--- src/hw/rtl/sfd_pkg.sv ---
// ----------------------------------------------------------------------------
// sfd_pkg
// Types and constants of the start-of-frame decoder with XOR checksum.
// ----------------------------------------------------------------------------
package sfd_pkg;

    localparam logic [7:0] START_BYTE = 8'hFE;

    localparam int unsigned OUT_TDATA_W = 64;

    localparam logic RESULT_PAYLOAD   = 1'b0;
    localparam logic RESULT_FRAME_END = 1'b1;

    typedef enum logic [2:0] {
        ST_WAIT    = 3'd0,
        ST_FUNC_HI = 3'd1,
        ST_FUNC_LO = 3'd2,
        ST_LEN_HI  = 3'd3,
        ST_LEN_LO  = 3'd4,
        ST_PAYLOAD = 3'd5,
        ST_CHECK   = 3'd6
    } parse_state_t;

endpackage

--- src/hw/rtl/sof_frame_decoder_xor_check.sv ---
// ----------------------------------------------------------------------------
// sof_frame_decoder_xor_check
// Byte stream frame decoder: start byte, function code, length, payload and
// XOR checksum, with one result per payload byte and one per frame end.
// ----------------------------------------------------------------------------
// One byte is taken per cycle at full rate. A byte is held in the input
// register, where the parser updates its state and, for payload and checksum
// bytes, writes the result register, from which the result is presented on
// the master side. Throughput is set only by the result register handshake:
// while m_tready stays high the block takes a byte every cycle; a stalled
// result holds the input register and, one byte later, s_tready.
module sof_frame_decoder_xor_check (
    input  logic        aclk,
    input  logic        aresetn,
    input  logic        s_tvalid,
    output logic        s_tready,
    input  logic [7:0]  s_tdata,   // [7:0] data_byte
    output logic        m_tvalid,
    input  logic        m_tready,
    output logic [sfd_pkg::OUT_TDATA_W-1:0] m_tdata,
    // [7:0] payload_byte, [23:8] payload_index, [39:24] function_code,
    // [55:40] payload_length, [56] checksum_ok, [63:57] zero
    output logic        m_tuser    // [0] result_kind
);

    logic                  in_valid_reg;
    logic [7:0]            in_data_reg;
    sfd_pkg::parse_state_t state_reg, state_next;
    logic [15:0]           function_reg, function_next;
    logic [15:0]           length_reg, length_next;
    logic [15:0]           count_reg, count_next;
    logic [7:0]            xor_reg, xor_next;
    logic                  m_valid_reg;
    logic                  m_kind_reg, m_kind_next;
    logic [7:0]            m_byte_reg, m_byte_next;
    logic [15:0]           m_index_reg, m_index_next;
    logic [15:0]           m_func_reg;
    logic [15:0]           m_len_reg;
    logic                  m_ok_reg, m_ok_next;
    logic                  emit;
    logic                  advance;
    logic                  step;
    logic [15:0]           count_inc;

    assign advance   = !m_valid_reg || m_tready;
    assign step      = in_valid_reg && advance;
    assign s_tready  = !in_valid_reg || advance;
    assign count_inc = count_reg + 16'd1;

    always_comb begin
        state_next = state_reg;
        unique case (state_reg)
            sfd_pkg::ST_WAIT: begin
                if (in_data_reg == sfd_pkg::START_BYTE) begin
                    state_next = sfd_pkg::ST_FUNC_HI;
                end
            end
            sfd_pkg::ST_FUNC_HI: state_next = sfd_pkg::ST_FUNC_LO;
            sfd_pkg::ST_FUNC_LO: state_next = sfd_pkg::ST_LEN_HI;
            sfd_pkg::ST_LEN_HI:  state_next = sfd_pkg::ST_LEN_LO;
            sfd_pkg::ST_LEN_LO: begin
                if ({length_reg[15:8], in_data_reg} == 16'd0) begin
                    state_next = sfd_pkg::ST_CHECK;
                end else begin
                    state_next = sfd_pkg::ST_PAYLOAD;
                end
            end
            sfd_pkg::ST_PAYLOAD: begin
                if (count_inc >= length_reg || count_inc == 16'd0) begin
                    state_next = sfd_pkg::ST_CHECK;
                end
            end
            sfd_pkg::ST_CHECK: state_next = sfd_pkg::ST_WAIT;
            default:           state_next = sfd_pkg::ST_WAIT;
        endcase
    end

    always_comb begin
        function_next = function_reg;
        length_next   = length_reg;
        count_next    = count_reg;
        xor_next      = xor_reg;
        emit          = 1'b0;
        m_kind_next   = sfd_pkg::RESULT_PAYLOAD;
        m_byte_next   = 8'd0;
        m_index_next  = 16'd0;
        m_ok_next     = 1'b0;
        unique case (state_reg)
            sfd_pkg::ST_WAIT: begin
                if (in_data_reg == sfd_pkg::START_BYTE) begin
                    xor_next = sfd_pkg::START_BYTE;
                end
            end
            sfd_pkg::ST_FUNC_HI: begin
                function_next = {in_data_reg, 8'd0};
                xor_next      = xor_reg ^ in_data_reg;
            end
            sfd_pkg::ST_FUNC_LO: begin
                function_next = {function_reg[15:8], in_data_reg};
                xor_next      = xor_reg ^ in_data_reg;
            end
            sfd_pkg::ST_LEN_HI: begin
                length_next = {in_data_reg, 8'd0};
                xor_next    = xor_reg ^ in_data_reg;
            end
            sfd_pkg::ST_LEN_LO: begin
                length_next = {length_reg[15:8], in_data_reg};
                xor_next    = xor_reg ^ in_data_reg;
                count_next  = 16'd0;
            end
            sfd_pkg::ST_PAYLOAD: begin
                emit         = 1'b1;
                m_byte_next  = in_data_reg;
                m_index_next = count_reg;
                xor_next     = xor_reg ^ in_data_reg;
                count_next   = count_inc;
            end
            sfd_pkg::ST_CHECK: begin
                emit        = 1'b1;
                m_kind_next = sfd_pkg::RESULT_FRAME_END;
                m_ok_next   = (in_data_reg == xor_reg);
            end
            default: begin
                emit = 1'b0;
            end
        endcase
    end

    always_ff @(posedge aclk) begin
        if (!aresetn) begin
            in_valid_reg <= 1'b0;
            state_reg    <= sfd_pkg::ST_WAIT;
            function_reg <= 16'd0;
            length_reg   <= 16'd0;
            count_reg    <= 16'd0;
            xor_reg      <= 8'd0;
            m_valid_reg  <= 1'b0;
        end else begin
            if (s_tready) begin
                in_valid_reg <= s_tvalid;
            end
            if (step) begin
                state_reg    <= state_next;
                function_reg <= function_next;
                length_reg   <= length_next;
                count_reg    <= count_next;
                xor_reg      <= xor_next;
            end
            if (advance) begin
                m_valid_reg <= step && emit;
            end
        end
    end

    always_ff @(posedge aclk) begin
        if (s_tready && s_tvalid) begin
            in_data_reg <= s_tdata;
        end
        if (step && emit) begin
            m_kind_reg  <= m_kind_next;
            m_byte_reg  <= m_byte_next;
            m_index_reg <= m_index_next;
            m_func_reg  <= function_next;
            m_len_reg   <= length_next;
            m_ok_reg    <= m_ok_next;
        end
    end

    assign m_tvalid = m_valid_reg;
    assign m_tuser  = m_kind_reg;
    assign m_tdata  = {7'd0, m_ok_reg, m_len_reg, m_func_reg, m_index_reg, m_byte_reg};

endmodule

--- config.mk ---
export PLATFORM = sky130hd
export DESIGN_NAME = sof_frame_decoder_xor_check
export DESIGN_NICKNAME = d
export VERILOG_FILES = /design/src/hw/rtl/sfd_pkg.sv /design/src/hw/rtl/sof_frame_decoder_xor_check.sv
export SDC_FILE = /design/constraint.sdc
export NUM_CORES = 1
export LEC_CHECK = 0
export BUFFER_PORTS_ARGS = -buffer_cell sky130_fd_sc_hd__buf_4
export CORE_UTILIZATION = 35
export CTS_CLUSTER_SIZE = 40
export DETAILED_ROUTE_END_ITERATION = 6
export GPL_ROUTABILITY_DRIVEN = 1
export GPL_TIMING_DRIVEN = 0
export HOLD_SLACK_MARGIN = 0.12
export SLEW_MARGIN = 20
export SYNTH_ARGS = -nofsm -noshare
export SYNTH_HDL_FRONTEND = slang
export SYNTH_SLANG_ARGS = --single-unit
--- constraint.sdc ---
create_clock -name aclk -period 11 [get_ports aclk]
set_input_delay 2.75 -clock aclk [delete_from_list [all_inputs] [get_ports aclk]]
set_output_delay 2.75 -clock aclk [all_outputs]
set_load 0.005 [all_outputs]
==> results.txt <==
outcome - finished, final reports clean
synth top area cells - edfxtp_1 32%, dfxtp_1 20%, nor2_1 4.7%
routed vias - 4792
post-route cell area - 0.00770 sq mm
hpwl dp - 10500 um
Synth Warn # - 0
Worst Min Path Start - function_reg[5]
Worst EP arrival - 3.20 ns
RSZ-0062 raised after global routing - false
P per Cell Area - 149 mW/mm^2
Slew Limit Headroom - 42.4%
most common cell after layout, fill and taps aside - buf_4
Seq cells post-synth - 127
via/cell ratio - 5.12
GRT Resource Usage Total - 17.6%
Slew Limit Fails - 0
initial antenna violation count - 0
Skew-Pair Late Insertion Delay - 0.42 ns
die area - 0.0182 sq mm
Most Crowded Layer GR - met2
Critical Path RT - 8.25 ns
CTS H-tree lvls - 4
area leader, netlist - edfxtp_1
worst-margin pin slew - 0.860 ns
Crit Reg-Reg Startpoint - count_reg[0]
worst reg-to-reg path cell count - 13
met3 usage - 3.87%
Setup Skew - 0.0107 ns
crit share post-route - 54.1%
setup TNS - 0 ns
critical path class - input pin to output port
Die X - 135 um
EDFF count, synth - 66
Min-Delay Endpoint - function_reg[5]
most frequent cells in the layout - 81 x buf_4, 76 x nor2_1, 66 x edfxtp_1
WL/cell - 16.2 um
CTS root buf - clkbuf_16
Seq/Total Area, Yosys - 51.9%
Syn Area/Cell - 10.3 sq um
# Max-Cap Violations - 0
antenna fix cells - 0
Hold Path Depth - 2
crit end category - output port
io pins - 79
Initial DRC Count - 395
leakage power - 3.05 nW
Fillers - 1620
vias in the first global route - 4534
min cycle time layout - 5.95 ns
Synth Cell Area - 0.00618 sq mm
ANT nets after route - 0
M2 GR Usage - 26.9%
final net count - 728
# resized after CTS - 0
M1 GR Usage - 23.6%
FFs w/ async S/R, synth - 0%
PortBufs - 71
GRT overflow - 0
Chip Height - 135 um
Syn-to-layout area delta - 24.6%
Peak Freq - 168 MHz
crit start category - input pin
count of final setup violators - 0
flop-to-flop setup slack - 7.12 ns
first-pass GRT wire length - 23900 um
hold_buf cts - 0
worst vdd ir - 0.000113 V
layout cells sized above 1 - 24.1%
crit path max fanout - 3
CTS tree - built
dominant register cell in the synthesized netlist - edfxtp_1
Initial Util - 35.8%
R2R Path End - state_reg[0]
Clk pin slew, worst setup/hold paths - 0.06 ns
Mapped Cells - 600
Hold WC Path Type - register to register
Setup Buffers After CTS - 0
largest net degree at the start of global routing - 32
CTS buffer count - 17
dpl cell area - 0.00707 sq mm
CTS max path bufs - 2
core area - 0.0172 sq mm
Num Clock Sinks - 127
post-synthesis cell type count - 59
# DRC - 0
Placer Congestion - 0.840
final hold violation count - 0
area share of the largest cell type after synthesis - 32.1%
drt pass-1 iters - 5
Routed WL - 15100 um
Core Rows - 48
## power by group
| group | internal [W] | switching, W | leakage, nW |
|---|---|---|---|
| clock | 0.000385 | 0.000212 | 0.305 |
| sequential | 0.000501 | 0.00000290 | 1.06 |
| combinational | 0.0000170 | 0.0000289 | 1.68 |
| total | 0.000904 | 0.000244 | 3.05 |
## cell families after synthesis
kind of cell,count (synthesis),synth area share [%]
DFF,127,51.9
adders and majority gates,18,3.65
buffers and inverters,75,5.65
xor gates and xnor gates,27,3.83
and+or+nand+nor,221,18.7
other,1,0.0607
muxes,18,3.24
AOI/OAI and AO/OA,113,13.0
## layer usage
layer | wire [um] | share of wire, %
met1 | 6780 | 45
met2 | 6840 | 45
met3 | 1110 | 7.3
met4 | 413 | 2.7
met5 | 0 | 0
## worst max-delay path by stage
stage,end,start,cells past startpoint
global placement,m_index_reg[6],m_tready,5
CTS,s_tready,m_tready,3
finish,s_tready,m_tready,3
detailed placement,s_tready,m_tready,3
global route,s_tready,m_tready,3
floorplan,m_byte_reg[0],m_tready,4
## synthesized netlist by cell type (9+ instances only)
| cell type | count |
|---|---|
| dfxtp_1 | 61 |
| buf_2 | 20 |
| edfxtp_1 | 66 |
| nor3_1 | 16 |
| xor2_1 | 10 |
| buf_4 | 10 |
| xnor2_1 | 17 |
| clkbuf_1 | 21 |
| a22o_1 | 16 |
| a21oi_1 | 38 |
| inv_1 | 20 |
| and3_1 | 27 |
| ha_1 | 18 |
| nor2_1 | 77 |
| o21ai_0 | 9 |
| mux2_2 | 16 |
| a211oi_1 | 9 |
| nand2_1 | 44 |
| nand4_1 | 9 |
## worst max-delay path: stages
cell and delay (ns):
buf_4 0.11, nand3b_1 0.18, buf_4 0.16
## through the flow
step           hold WS (ns)  total power, W  worst slack, ns  std cells  util [%]
2_1_floorplan         0.436        0.000543             4.85        606         -
3_3_place_gp          0.441        0.000558             3.67        902      40.7
3_5_place_dp          0.448        0.000559             5.05        904      41.0
4_1_cts               0.456         0.00116             5.05        936      44.7
5_1_grt               0.478         0.00118             5.02        936      44.7
6_report              0.458         0.00115             5.05        936      44.7
## layout make-up
cell class	count	area [sq um]	area share, %
Sequential cell	127	3200	41.6
Multi-Input combinational cell	404	2660	34.5
Timing Repair Buffer	73	581	7.54
Clock buffer	19	443	5.75
Tap cell	225	282	3.66
Buffer	54	270	3.51
Clock inverter	13	185	2.41
Inverter	21	78.8	1.02
Power figures use the tool's default switching activity.
